[src/design/tahs_pkg.sv]
// Shared types, constants and helpers for the three-axis homing sequencer.
package tahs_pkg;

    localparam int JOINTS       = 3;
    localparam int DELAY_W      = 16;
    localparam int MAX_SEEK_W   = 20;
    localparam int SEEK_CNT_W   = 21;
    localparam int BACKOFF_W    = 16;
    localparam int BACKOFF_CNT_W = 17;
    localparam int PHASE_W      = 3;
    localparam int CFG_IDX_W    = 3;
    localparam int CFG_DATA_W   = 20;
    localparam int S_TDATA_W    = 8;
    localparam int M_TDATA_W    = 16;

    // Input kinds carried on s_axis_tuser
    localparam logic ACT_START = 1'b0;
    localparam logic ACT_TICK  = 1'b1;

    // Phase codes as reported on the result stream
    localparam logic [PHASE_W-1:0] CODE_IDLE     = 3'd0;
    localparam logic [PHASE_W-1:0] CODE_SEEK     = 3'd1;
    localparam logic [PHASE_W-1:0] CODE_BACKOFF  = 3'd2;
    localparam logic [PHASE_W-1:0] CODE_COMPLETE = 3'd3;
    localparam logic [PHASE_W-1:0] CODE_FAILED   = 3'd4;

    // Configuration register indexes
    localparam logic [CFG_IDX_W-1:0] REG_STEP_DELAY   = 3'd0;
    localparam logic [CFG_IDX_W-1:0] REG_MAX_SEEK     = 3'd1;
    localparam logic [CFG_IDX_W-1:0] REG_SEEK_DIRS    = 3'd2;
    localparam logic [CFG_IDX_W-1:0] REG_BACKOFF_ONE  = 3'd3;
    localparam logic [CFG_IDX_W-1:0] REG_BACKOFF_TWO  = 3'd4;
    localparam logic [CFG_IDX_W-1:0] REG_BACKOFF_THREE = 3'd5;

    // Configuration reset values
    localparam logic [DELAY_W-1:0]    RST_STEP_DELAY = 16'd1000;
    localparam logic [MAX_SEEK_W-1:0] RST_MAX_SEEK   = 20'd10000;
    localparam logic [JOINTS-1:0]     RST_SEEK_DIRS  = 3'd3;
    localparam logic [BACKOFF_W-1:0]  RST_BACKOFF    = 16'd200;

    localparam logic [DELAY_W-1:0]       DELAY_SAT   = '1;
    localparam logic [BACKOFF_CNT_W-1:0] BACKOFF_SAT = '1;

    typedef enum logic [4:0] {
        PH_IDLE     = 5'b00001,
        PH_SEEK     = 5'b00010,
        PH_BACKOFF  = 5'b00100,
        PH_COMPLETE = 5'b01000,
        PH_FAILED   = 5'b10000
    } phase_t;

    typedef struct packed {
        logic [DELAY_W-1:0]                step_delay;
        logic [MAX_SEEK_W-1:0]             max_seek;
        logic [JOINTS-1:0]                 seek_dirs;
        logic [JOINTS-1:0][BACKOFF_W-1:0]  backoff_steps;
    } cfg_t;

    typedef struct packed {
        logic              finished;
        logic              start_accepted;
        logic [PHASE_W-1:0] phase;
        logic [JOINTS-1:0] directions;
        logic [JOINTS-1:0] step_pulses;
    } result_t;

    function automatic logic [PHASE_W-1:0] phase_code(input phase_t ph);
        logic [PHASE_W-1:0] code;
        case (ph)
            PH_IDLE:     code = CODE_IDLE;
            PH_SEEK:     code = CODE_SEEK;
            PH_BACKOFF:  code = CODE_BACKOFF;
            PH_COMPLETE: code = CODE_COMPLETE;
            PH_FAILED:   code = CODE_FAILED;
            default:     code = CODE_IDLE;
        endcase
        return code;
    endfunction

endpackage

[src/design/tahs_core.sv]
// Homing state registers and the per-beat update of seek, backoff and timing.
module tahs_core (
    input  logic                         aclk,
    input  logic                         aresetn,
    input  logic                         beat_en,
    input  logic                         action,
    input  logic [tahs_pkg::JOINTS-1:0]  switches,
    input  tahs_pkg::cfg_t               cfg,
    output tahs_pkg::result_t            result
);
    import tahs_pkg::*;

    phase_t                   phase_reg, phase_next;
    logic [JOINTS-1:0]        hit_reg, hit_next;
    logic [SEEK_CNT_W-1:0]    seek_cnt_reg, seek_cnt_next;
    logic [BACKOFF_CNT_W-1:0] backoff_cnt_reg, backoff_cnt_next;
    logic [DELAY_W-1:0]       elapsed_reg, elapsed_next;
    logic [JOINTS-1:0]        dir_reg, dir_next;

    logic                     busy;
    logic [DELAY_W-1:0]       elapsed_inc;
    logic [SEEK_CNT_W-1:0]    seek_inc;
    logic [JOINTS-1:0]        hit_upd;
    logic [JOINTS-1:0]        pulses;
    logic                     accepted;

    assign busy        = (phase_reg == PH_SEEK) || (phase_reg == PH_BACKOFF);
    assign elapsed_inc = (elapsed_reg != DELAY_SAT) ? elapsed_reg + 1'b1 : elapsed_reg;
    assign seek_inc    = seek_cnt_reg + 1'b1;
    assign hit_upd     = hit_reg | (switches & ~hit_reg);

    // Advance the sequence by one beat
    always_comb begin
        phase_next       = phase_reg;
        hit_next         = hit_reg;
        seek_cnt_next    = seek_cnt_reg;
        backoff_cnt_next = backoff_cnt_reg;
        elapsed_next     = elapsed_reg;
        dir_next         = dir_reg;
        pulses           = '0;
        accepted         = 1'b0;
        if (beat_en) begin
            if (action == ACT_START) begin
                if (!busy) begin
                    hit_next         = '0;
                    seek_cnt_next    = '0;
                    backoff_cnt_next = '0;
                    elapsed_next     = '0;
                    dir_next         = cfg.seek_dirs;
                    phase_next       = PH_SEEK;
                    accepted         = 1'b1;
                end
            end else if (busy) begin
                if (elapsed_inc >= cfg.step_delay) begin
                    // Step opportunity
                    elapsed_next = '0;
                    if (phase_reg == PH_SEEK) begin
                        seek_cnt_next = seek_inc;
                        if (seek_inc > {1'b0, cfg.max_seek}) begin
                            phase_next = PH_FAILED;
                        end else begin
                            pulses   = ~hit_reg;
                            hit_next = hit_upd;
                            if (&hit_upd) begin
                                dir_next   = ~dir_reg;
                                phase_next = PH_BACKOFF;
                            end
                        end
                    end else begin
                        for (int j = 0; j < JOINTS; j++) begin
                            pulses[j] = backoff_cnt_reg < {1'b0, cfg.backoff_steps[j]};
                        end
                        if (backoff_cnt_reg != BACKOFF_SAT) begin
                            backoff_cnt_next = backoff_cnt_reg + 1'b1;
                        end
                        if (pulses == '0) begin
                            phase_next = PH_COMPLETE;
                        end
                    end
                end else begin
                    elapsed_next = elapsed_inc;
                end
            end
        end
    end

    // Hold state between beats
    always_ff @(posedge aclk) begin
        if (!aresetn) begin
            phase_reg       <= PH_IDLE;
            hit_reg         <= '0;
            seek_cnt_reg    <= '0;
            backoff_cnt_reg <= '0;
            elapsed_reg     <= '0;
            dir_reg         <= '0;
        end else begin
            phase_reg       <= phase_next;
            hit_reg         <= hit_next;
            seek_cnt_reg    <= seek_cnt_next;
            backoff_cnt_reg <= backoff_cnt_next;
            elapsed_reg     <= elapsed_next;
            dir_reg         <= dir_next;
        end
    end

    // Build the result of this beat from the updated state
    always_comb begin
        result.step_pulses    = pulses;
        result.directions     = dir_next;
        result.phase          = phase_code(phase_next);
        result.start_accepted = accepted;
        result.finished       = (phase_next == PH_COMPLETE) || (phase_next == PH_FAILED);
    end

endmodule

[src/design/three_axis_homing_sequencer.sv]
// Top level of the three-axis homing sequencer: config bank, stream ports, result register.
//
//  channel   direction  carries
//  s_axis    in         tuser: action (0 start, 1 tick); tdata: limit switches
//  m_axis    out        tdata: pulses, directions, phase, start accepted, finished
//  cfg       in         write enable, register index, write data
//
// Every input beat yields one result beat; the state update and the result are registered together.
// A beat is taken each cycle while the result register is empty or being drained.
// Reset (aresetn low, synchronous) returns to idle and loads the default settings.
// A stall on m_axis holds the result register and drops s_axis_tready.
module three_axis_homing_sequencer (
    input  logic                                aclk,
    input  logic                                aresetn,
    input  logic                                s_axis_tvalid,
    output logic                                s_axis_tready,
    input  logic [tahs_pkg::S_TDATA_W-1:0]      s_axis_tdata,  // [2:0] limit_switches
    input  logic                                s_axis_tuser,  // [0] action
    output logic                                m_axis_tvalid,
    input  logic                                m_axis_tready,
    // [2:0] step_pulses, [5:3] directions, [8:6] phase, [9] start_accepted, [10] finished
    output logic [tahs_pkg::M_TDATA_W-1:0]      m_axis_tdata,
    input  logic                                cfg_wr_en,
    input  logic [tahs_pkg::CFG_IDX_W-1:0]      cfg_index,
    input  logic [tahs_pkg::CFG_DATA_W-1:0]     cfg_wdata
);
    import tahs_pkg::*;

    cfg_t                 cfg_reg;
    logic                 m_valid_reg;
    result_t              m_data_reg;
    logic                 in_beat;
    result_t              result;

    assign s_axis_tready = !m_valid_reg || m_axis_tready;
    assign in_beat       = s_axis_tvalid && s_axis_tready;

    // Write configuration registers
    always_ff @(posedge aclk) begin
        if (!aresetn) begin
            cfg_reg.step_delay    <= RST_STEP_DELAY;
            cfg_reg.max_seek      <= RST_MAX_SEEK;
            cfg_reg.seek_dirs     <= RST_SEEK_DIRS;
            cfg_reg.backoff_steps <= {JOINTS{RST_BACKOFF}};
        end else if (cfg_wr_en) begin
            case (cfg_index)
                REG_STEP_DELAY:    cfg_reg.step_delay       <= cfg_wdata[DELAY_W-1:0];
                REG_MAX_SEEK:      cfg_reg.max_seek         <= cfg_wdata[MAX_SEEK_W-1:0];
                REG_SEEK_DIRS:     cfg_reg.seek_dirs        <= cfg_wdata[JOINTS-1:0];
                REG_BACKOFF_ONE:   cfg_reg.backoff_steps[0] <= cfg_wdata[BACKOFF_W-1:0];
                REG_BACKOFF_TWO:   cfg_reg.backoff_steps[1] <= cfg_wdata[BACKOFF_W-1:0];
                REG_BACKOFF_THREE: cfg_reg.backoff_steps[2] <= cfg_wdata[BACKOFF_W-1:0];
                default: ;
            endcase
        end
    end

    tahs_core u_core (
        .aclk     (aclk),
        .aresetn  (aresetn),
        .beat_en  (in_beat),
        .action   (s_axis_tuser),
        .switches (s_axis_tdata[JOINTS-1:0]),
        .cfg      (cfg_reg),
        .result   (result)
    );

    // Hold the result until the master side takes it
    always_ff @(posedge aclk) begin
        if (!aresetn) begin
            m_valid_reg <= 1'b0;
        end else if (in_beat) begin
            m_valid_reg <= 1'b1;
        end else if (m_axis_tready) begin
            m_valid_reg <= 1'b0;
        end
    end

    always_ff @(posedge aclk) begin
        if (in_beat) begin
            m_data_reg <= result;
        end
    end

    assign m_axis_tvalid = m_valid_reg;
    assign m_axis_tdata  = {{(M_TDATA_W - $bits(result_t)){1'b0}}, m_data_reg};

endmodule

[config.mk]
export PLATFORM = sky130hd
export DESIGN_NAME = three_axis_homing_sequencer
export DESIGN_NICKNAME = d
export VERILOG_FILES = /design/src/design/tahs_pkg.sv /design/src/design/tahs_core.sv /design/src/design/three_axis_homing_sequencer.sv
export SDC_FILE = /design/constraint.sdc
export NUM_CORES = 1
export LEC_CHECK = 0
export ABC_AREA = 1
export BUFFER_PORTS_ARGS = -buffer_cell sky130_fd_sc_hd__buf_4
export CORE_MARGIN = 10
export CORE_UTILIZATION = 55
export CTS_CLUSTER_DIAMETER = 80
export CTS_CLUSTER_SIZE = 28
export DETAILED_ROUTE_END_ITERATION = 8
export PLACE_DENSITY = 0.73
export SYNTH_ARGS = -nofsm -noshare
export SYNTH_HDL_FRONTEND = slang
export SYNTH_SLANG_ARGS = --single-unit
[constraint.sdc]
create_clock -name aclk -period 9.11 [get_ports aclk]
set_input_delay 1.822 -clock aclk [delete_from_list [all_inputs] [get_ports aclk]]
set_output_delay 1.822 -clock aclk [all_outputs]
set_load 0.01 [all_outputs]
== After elaboration in Yosys (flattened, before gate mapping) ==
Cells that the tools add are included.

* Flip-flop bits (word level): 164
* Output and inout bits: 18
* Word-level logic and storage cells: 115

* Add/sub/neg operators: 3
* Order comparisons: 5
* Equality and inequality tests: 20
* Multiplexer cells: 45
* Bitwise operators: 4
* Reductions and logical operators: 20

{| class="wikitable"
|+ Operator list
! operator !! number
|-
| two-way mux 21 bit || 5
|-
| two-way mux 17 bit || 6
|-
| two-way mux 16 bit || 5
|-
| < comparator 17 x 16 -> 1 bit || 3
|-
| two-way mux 3 bit || 16
|-
| two-way mux 5 bit || 9
|-
| adder 21 x 1 -> 21 bit, second input constant || 1
|-
| > comparator 21 x 20 -> 1 bit || 1
|-
| adder 17 x 1 -> 17 bit, second input constant || 1
|-
| != test 17 bit, second input constant || 1
|-
| adder 16 x 1 -> 16 bit, second input constant || 1
|-
| greater-or-equal comparator 16 bit || 1
|-
| != test 16 bit, second input constant || 1
|-
| != test 2 bit, second input constant || 6
|-
| one-hot mux 3 bit (4 select lines) || 1
|-
| AND reduction 2 bit || 6
|-
| AND reduction 6 bit || 2
|-
| == test 5 x 2 -> 1 bit, second input constant || 2
|-
| == test 5 x 3 -> 1 bit, second input constant || 2
|-
| AND reduction 3 bit || 3
|-
| == test 3 x 2 -> 1 bit, second input constant || 2
|-
| == test 3 bit, second input constant || 2
|-
| logical NOT 3 bit || 2
|-
| NOT 3 bit || 2
|-
| 12 further kinds || 16
|}

== Logic depth before layout (Yosys ltp) ==
Gate-level depths: netlist of the first run.

* Word-level depth: 13
* Depth in mapped cells: 29

== Modules after synthesis ==
Synthesis of the first run repeated with hierarchy kept, for this count alone.

* Cells, all modules: 1,495
* Area, all modules: 10,085.9 µm²

{| class="wikitable"
|+ Modules (own cells, without submodules)
! module !! instances !! cells each !! area an instance (µm²)
|-
| tahs_core || 1 || 983 || 6,239.7
|-
| three_axis_homing_sequencer || 1 || 512 || 3,846.2
|}

== Worst setup path after synthesis of the first run ==
OpenSTA, ideal clock, no wires.

* Path type: input -> output
* Start: in m_axis_tready
* End: out s_axis_tready
* Data arrival time: 1.956 ns
* Required time: 7.288 ns
* Path slack: 5.332 ns
* Cell stages on the path: 2
* Path buffers: 0
* Cell sequence: inv_1 nand2_1

* Cells in the longest elaborated chain, start to end: 1

{| class="wikitable"
|+ Ends and longest elaborated chain
! element !! line !! source
|-
| from (decl) || three_axis_homing_sequencer.sv:20 || <nowiki>input logic m_axis_tready,</nowiki>
|-
| logical OR 1 bit || three_axis_homing_sequencer.sv:35 || <nowiki>assign s_axis_tready = !m_valid_reg || m_axis_tready;</nowiki>
|-
| to (decl) || three_axis_homing_sequencer.sv:16 || <nowiki>output logic s_axis_tready,</nowiki>
|}

No other way between the ends.

== Final worst setup path of the first run ==
* Start: in m_axis_tready
* End: reg u_core.seek_cnt_reg[0]

* Cells in the longest elaborated chain, start to end: 3

{| class="wikitable"
|+ Ends and longest elaborated chain
! element !! line !! source
|-
| logical OR 1 bit || three_axis_homing_sequencer.sv:35 ||
|-
| logical AND 1 bit || three_axis_homing_sequencer.sv:36 || <nowiki>assign in_beat = s_axis_tvalid && s_axis_tready;</nowiki>
|-
| net in_beat || three_axis_homing_sequencer.sv:32 || <nowiki>logic in_beat;</nowiki>
|-
| AND reduction 5 bit (no line) || -- ||
|-
| to (signal assigned) || tahs_core.sv:99 || <nowiki>seek_cnt_reg <= seek_cnt_next;</nowiki>
|-
| to (decl) || tahs_core.sv:15 || <nowiki>logic [SEEK_CNT_W-1:0] seek_cnt_reg, seek_cnt_next;</nowiki>
|}

The timed path passes the listed nets, and every way through them passes these cells.
A chain may end at the register's enable or synchronous reset.

==> impl_metrics.env, run 1 <==
export IMPL_synth_top_area_cell="dfxtp_1"
export IMPL_hpwl_um=16600
export IMPL_grt_pass1_vias=7779
export IMPL_dp_cells=1542
export IMPL_synth_cell_types=47
export IMPL_finalHoldViolations=0
export IMPL_required_ps=9430
export IMPL_crit_path_end_kind="flip-flop"
export IMPL_wirelength_um=23100
export IMPL_clkLatencyLatePin_ps=430
export IMPL_ys_seq_area_share_pct=35.5
export IMPL_hold_ws_ps=461
export IMPL_cp_start_kind="primary input"
export IMPL_cts_tree="done"
export IMPL_yosys_warnings=0
export IMPL_ys_seq_elements=164
export IMPL_muxShareOfSynthArea_pct=0.118
export IMPL_die_area_um2=23100
export IMPL_p_per_area_nw_per_um2=157
export IMPL_cap_violations=0
export IMPL_synth_xor_area_share_pct=2.56
export IMPL_cts_hold_buf=0
export IMPL_track_usage_pct=19.6
export IMPL_synthSimpleGateAreaFrac_pct=23.0
export IMPL_skew_ps=9.02
export IMPL_place_area_um2=9990
export IMPL_crit_type="primary input to flip-flop"
export IMPL_n_antenna_cell=0
export IMPL_synthCells=1313
export IMPL_fin_nets=1460
export IMPL_most_common_layout_cells="nand2_1 (238), inv_1 (201), dfxtp_1 (153)"
export IMPL_leakage_uw=0.00487
export IMPL_initial_core_util_pct=55.7
export IMPL_grt_max_degree=89
export IMPL_antenna_found_initial=0
export IMPL_post_route_period_util_pct=48.3
export IMPL_final_common_cell="nand2_1"
export IMPL_ant_nets=0
export IMPL_wl_per_cell_um=14.7
export IMPL_synth_cell_area_um2=9570
export IMPL_cts_root_buf="clkbuf_16"
export IMPL_synth_edf_count=11
export IMPL_tightest_slew_ps=1040
export IMPL_htreeDepth=4
export IMPL_num_rows=48
export IMPL_grt_first_pass_wirelength_um=37900
export IMPL_final_area_um2=10600
export IMPL_gp_congestion=0.884
export IMPL_max_freq_ghz=0.227
export IMPL_netlist_top_cells_area="dfxtp_1 (32%), ha_1 (11%), nand2_1 (9.3%)"
export IMPL_synth_top_family_by_area="simple AND/OR/NAND/NOR gates"
export IMPL_drive_gt1_share_pct=9.93
export IMPL_ios=55
export IMPL_cts_buffers_inserted=17
export IMPL_largest_reg_flops=87
export IMPL_hold_path_class="flip-flop to flip-flop"
export IMPL_cp_arrival_ps=4720
export IMPL_slew_viol_final=0
export IMPL_drt_pass1_iter_count=5
export IMPL_vias_per_cell=5.31
export IMPL_synthFlopType="dfxtp_1"
export IMPL_clkSinkCount=164
export IMPL_fp_dieH_um=152
export IMPL_synthAdderAreaFrac_pct=11.4
export IMPL_setup_viol=0
export IMPL_core_area_um2=17200
export IMPL_clk_transition_reported_paths_ps=60
export IMPL_ir_drop_mv=0.137
export IMPL_synth_compound_area_share_pct=16.9
export IMPL_drt_iter0_drc=589
export IMPL_cts_resized=0
export IMPL_rsz0062_at_grt="no"
export IMPL_syn_area_per_cell_um2=7.29
export IMPL_status="finished clean"
export IMPL_cts_setup_buffers=0
export IMPL_die_w_um=152
export IMPL_slew_headroom_pct=30.9
export IMPL_synth_top_area_share_pct=32.0
export IMPL_drc_errors=0
export IMPL_cts_path_max_buffers=2
export IMPL_fin_cells=1574
export IMPL_finalCriticalPeriod_ps=4400
export IMPL_fillers=1617
export IMPL_path_max_fanout=32
export IMPL_tns_ps=0
export IMPL_area_growth_pct=10.5
export IMPL_gr_total_overflow=0
export IMPL_synthArstFlopShare_pct=0
export IMPL_reg2reg_slack_ps=4960
export IMPL_portBuffers=44
export IMPL_vias=8361
[synthesized netlist by cell type (all sizes together), types with 13 or more instances]
cell type,number
nand2,256
inv,208
dfxtp,153
a21oi,138
nor2,134
o21ai,89
ha,87
nand3,54
clkbuf,29
xor2,23
buf,17
nand4,17
nor3,17
o211ai,17
a211oi,15
a22oi,13
[stage by stage]
step           setup WS [ps]  power [uW]  util, %
3_3_place_gp            4330         953     58.1
6_report                4710        1660     61.5
3_5_place_dp            4330         958     58.1
5_1_grt                 4410        1720     61.5
4_1_cts                 4750        1660     61.5
2_1_floorplan           5330         902        -
[logic make-up (layout without fill, tap and decap cells)]
group,Yosys count,count (layout)
flip-flops,164,164
other,1,5
multiplexers,1,1
adder cells (fa/ha/maj),87,87
AND/OR/NAND/NOR,487,487
buffers and inverters,256,288
AO/OA/AOI/OAI,289,289
XOR/XNOR,28,28
[critical path, stage by stage]
cell     delay (ps)
buf_4            70
inv_1            30
nand2_1          80
nand2_1         280
inv_1           600
nand2_1         590
nor2_1          220
nand2_1          90
buf_4           240
inv_1           380
o21ai_0         160
o211a_1         130
[area by class of cell]
cell class / instances / area (um^2) / share of cell area (%)
multi-input cells: 897 / 5180 / 49.0
flip-flops and latches: 164 / 3390 / 32.1
inverters: 210 / 788 / 7.46
clock buffers: 22 / 485 / 4.59
repair buffers: 46 / 345 / 3.27
well taps: 225 / 282 / 2.66
clock inverters: 10 / 96.3 / 0.912
[final timing paths]
kind | depth (start not counted) | startpoint | end
max reg2reg | 21 | u_core.elapsed_reg[0] | u_core.backoff_cnt_reg[3]
min | 2 | cfg_reg[40] | cfg_reg[40]
max | 12 | m_axis_tready | u_core.seek_cnt_reg[0]
min reg2reg | 2 | cfg_reg[40] | cfg_reg[40]
[routing by layer]
metal	GRT usage (%)	part of all wire, %
met1	24.8	45
met2	32.2	47
met3	4.06	5.2
met4	7.24	2.4
met5	0	0
[where the power goes]
group	total (uW)	internal [uW]	switching (uW)	leakage (uW)
Clock	711	408	303	0.000270
Sequential	763	751	12.2	0.00135
Combinational	181	59.5	122	0.00324
Total	1660	1220	437	0.00487
No activity file was read; power rests on OpenSTA's default activity.
==> run 2: changes to the inputs <==
- clock period: 9.11 -> 4.6 ns (I/O delays scaled with it)
==> run 2 against run 1 <==
Compared with the run above: register-to-register slack lost 4500 ps; first-iteration DRC count shrank 9.2%; non-clock buffer count grew 3; count of clock-buffer cells in the layout shrank 3; cell area grew 0.26%; wire length grew 0.38%; cell count grew 0.19%; largest cell class unchanged.
==> impl_metrics.env, run 2 (same netlist as run 1, synthesis figures left out) <==
export IMPL_cts_buffers_inserted=17
export IMPL_place_ws_ps=596
export IMPL_final_common_cell="nand2_1"
export IMPL_setup_slack_ps=437
export IMPL_drt_iter0_drc=535
export IMPL_gp_congestion=0.920
export IMPL_tns_ps=0
export IMPL_rsz0062_at_grt="no"
export IMPL_cap_violations=0
export IMPL_max_freq_ghz=0.240
export IMPL_wl_per_cell_um=14.7
export IMPL_path_buf_inv=2
export IMPL_crit_path_end_kind="flip-flop"
export IMPL_track_usage_pct=19.8
export IMPL_cp_start_kind="flip-flop"
export IMPL_portBuffers=44
export IMPL_fillers=1578
export IMPL_cp_arrival_ps=4520
export IMPL_path_cells="ha_1 -> inv_1 -> nor3_2 -> nand3_1 -> nor2_1 -> nand2_2 -> nor2_4 -> nor2_2 -> nand2_1 -> xor2_1 -> ha_1 -> nand2_1 -> nand2_1 -> nand3_1 -> nand2_1 -> a21oi_1 -> nand3_1 -> nand2_2 -> o21ai_2 -> nand2_2 -> o21ai_4 -> inv_1 -> o21ai_0 -> a21oi_1"
export IMPL_status="finished clean"
export IMPL_die_w_um=152
export IMPL_wirelength_um=23200
export IMPL_clkLatencyLatePin_ps=430
export IMPL_cts_path_max_buffers=2
export IMPL_die_area_um2=23100
export IMPL_p_per_area_nw_per_um2=308
export IMPL_ios=55
export IMPL_slowest_delay_ps=400
export IMPL_hold_path_class="flip-flop to flip-flop"
export IMPL_drt_pass1_iter_count=6
export IMPL_crit_top_cell="nand2_1"
export IMPL_vias=8317
export IMPL_grt_first_pass_wirelength_um=38500
export IMPL_fp_dieH_um=152
export IMPL_most_common_layout_cells="nand2_1 (238), inv_1 (201), dfxtp_1 (153)"
export IMPL_ir_drop_mv=0.291
export IMPL_slowest_stage="dfxtp_1"
export IMPL_post_route_period_util_pct=90.5
export IMPL_grt_max_degree=89
export IMPL_htreeDepth=4
export IMPL_slew_headroom_pct=27.4
export IMPL_n_antenna_cell=0
export IMPL_skew_ps=9.02
export IMPL_antenna_found_initial=0
export IMPL_gr_total_overflow=0
export IMPL_num_rows=48
export IMPL_cts_setup_buffers=0
export IMPL_fin_nets=1463
export IMPL_drc_errors=0
export IMPL_crit_family="simple AND/OR/NAND/NOR gates"
export IMPL_cts_tree="done"
export IMPL_crit_type="flip-flop to flip-flop"
export IMPL_drive_gt1_share_pct=10.3
export IMPL_ant_nets=0
export IMPL_initial_core_util_pct=55.7
export IMPL_core_area_um2=17200
export IMPL_slew_viol_final=0
export IMPL_setup_viol=0
export IMPL_clk_transition_reported_paths_ps=60
export IMPL_vias_per_cell=5.27
export IMPL_largest_reg_flops=87
export IMPL_required_ps=4950
export IMPL_cts_root_buf="clkbuf_16"
export IMPL_finalCriticalPeriod_ps=4160
export IMPL_tightest_slew_ps=1090
export IMPL_path_max_fanout=16
export IMPL_leakage_uw=0.00489
export IMPL_clkSinkCount=164
export IMPL_grt_pass1_vias=7776
export IMPL_area_growth_pct=10.7
export IMPL_hpwl_um=16500
export IMPL_finalHoldViolations=0
-- run 2: where the power goes --
group	internal (uW)	switching, uW
clock network	781	617
logic	119	240
registers	1490	24.6
total	2390	881
-- run 2: metal layers --
metal | global-route usage [%] | up-vias | share of wire, %
met1 | 25.1 | 3758 | 46
met5 | 0 | - | 0
li1 | - | 4331 | -
met3 | 3.73 | 40 | 4.9
met4 | 8.53 | 0 | 3.2
met2 | 32.3 | 188 | 46
-- run 2: final cells by class --
| class | instances | area [um^2] | area share, % |
|---|---|---|---|
| tap | 225 | 282 | 2.66 |
| inverter | 210 | 788 | 7.44 |
| multi-input combinational | 897 | 5190 | 48.9 |
| timing repair buffer | 49 | 368 | 3.47 |
| clock buffer | 19 | 453 | 4.27 |
| sequential | 164 | 3390 | 32.0 |
| clock inverter | 13 | 126 | 1.19 |
-- run 2: worst reg2reg max path, stage by stage, from the launching register on --
cell and delay, ps:
dfxtp_1 400, ha_1 190, inv_1 70, nor3_2 190
nand3_1 140, nor2_1 190, nand2_2 110, nor2_4 260
nor2_2 90, nand2_1 80, xor2_1 240, ha_1 290
nand2_1 70, nand2_1 40, nand3_1 60, nand2_1 50
a21oi_1 180, nand3_1 210, nand2_2 170, o21ai_2 90
nand2_2 320, o21ai_4 140, inv_1 220, o21ai_0 120
a21oi_1 160
-- run 2: worst paths after layout --
kind | from | end | slack [ps] | cells after the start
max | u_core.elapsed_reg[0] | u_core.backoff_cnt_reg[10] | 440 | 24
min | cfg_reg[34] | cfg_reg[34] | 460 | 2
max reg2reg | u_core.elapsed_reg[0] | u_core.backoff_cnt_reg[10] | 440 | 24
min reg2reg | cfg_reg[34] | cfg_reg[34] | 460 | 2
-- run 2: per-stage QoR --
stage / total power, uW / utilization, % / instances / hold WS, ps / instance area (um^2)
6_report: 3270 / 61.7 / 1577 / 461 / 10600
5_1_grt: 3400 / 61.7 / 1577 / 481 / 10600
4_1_cts: 3290 / 61.6 / 1577 / 465 / 10600
3_5_place_dp: 1900 / 58.3 / 1545 / 453 / 10000
3_3_place_gp: 1890 / 58.3 / 1545 / 441 / 10000
2_1_floorplan: 1790 / - / 1317 / 429 / 9580
-- run 2: repair_timing --
item | 4_1_cts | 5_1_grt
hold buffers | 0 | 0
resized for setup | 0 | 1
setup endpoints to repair | 0 | 2
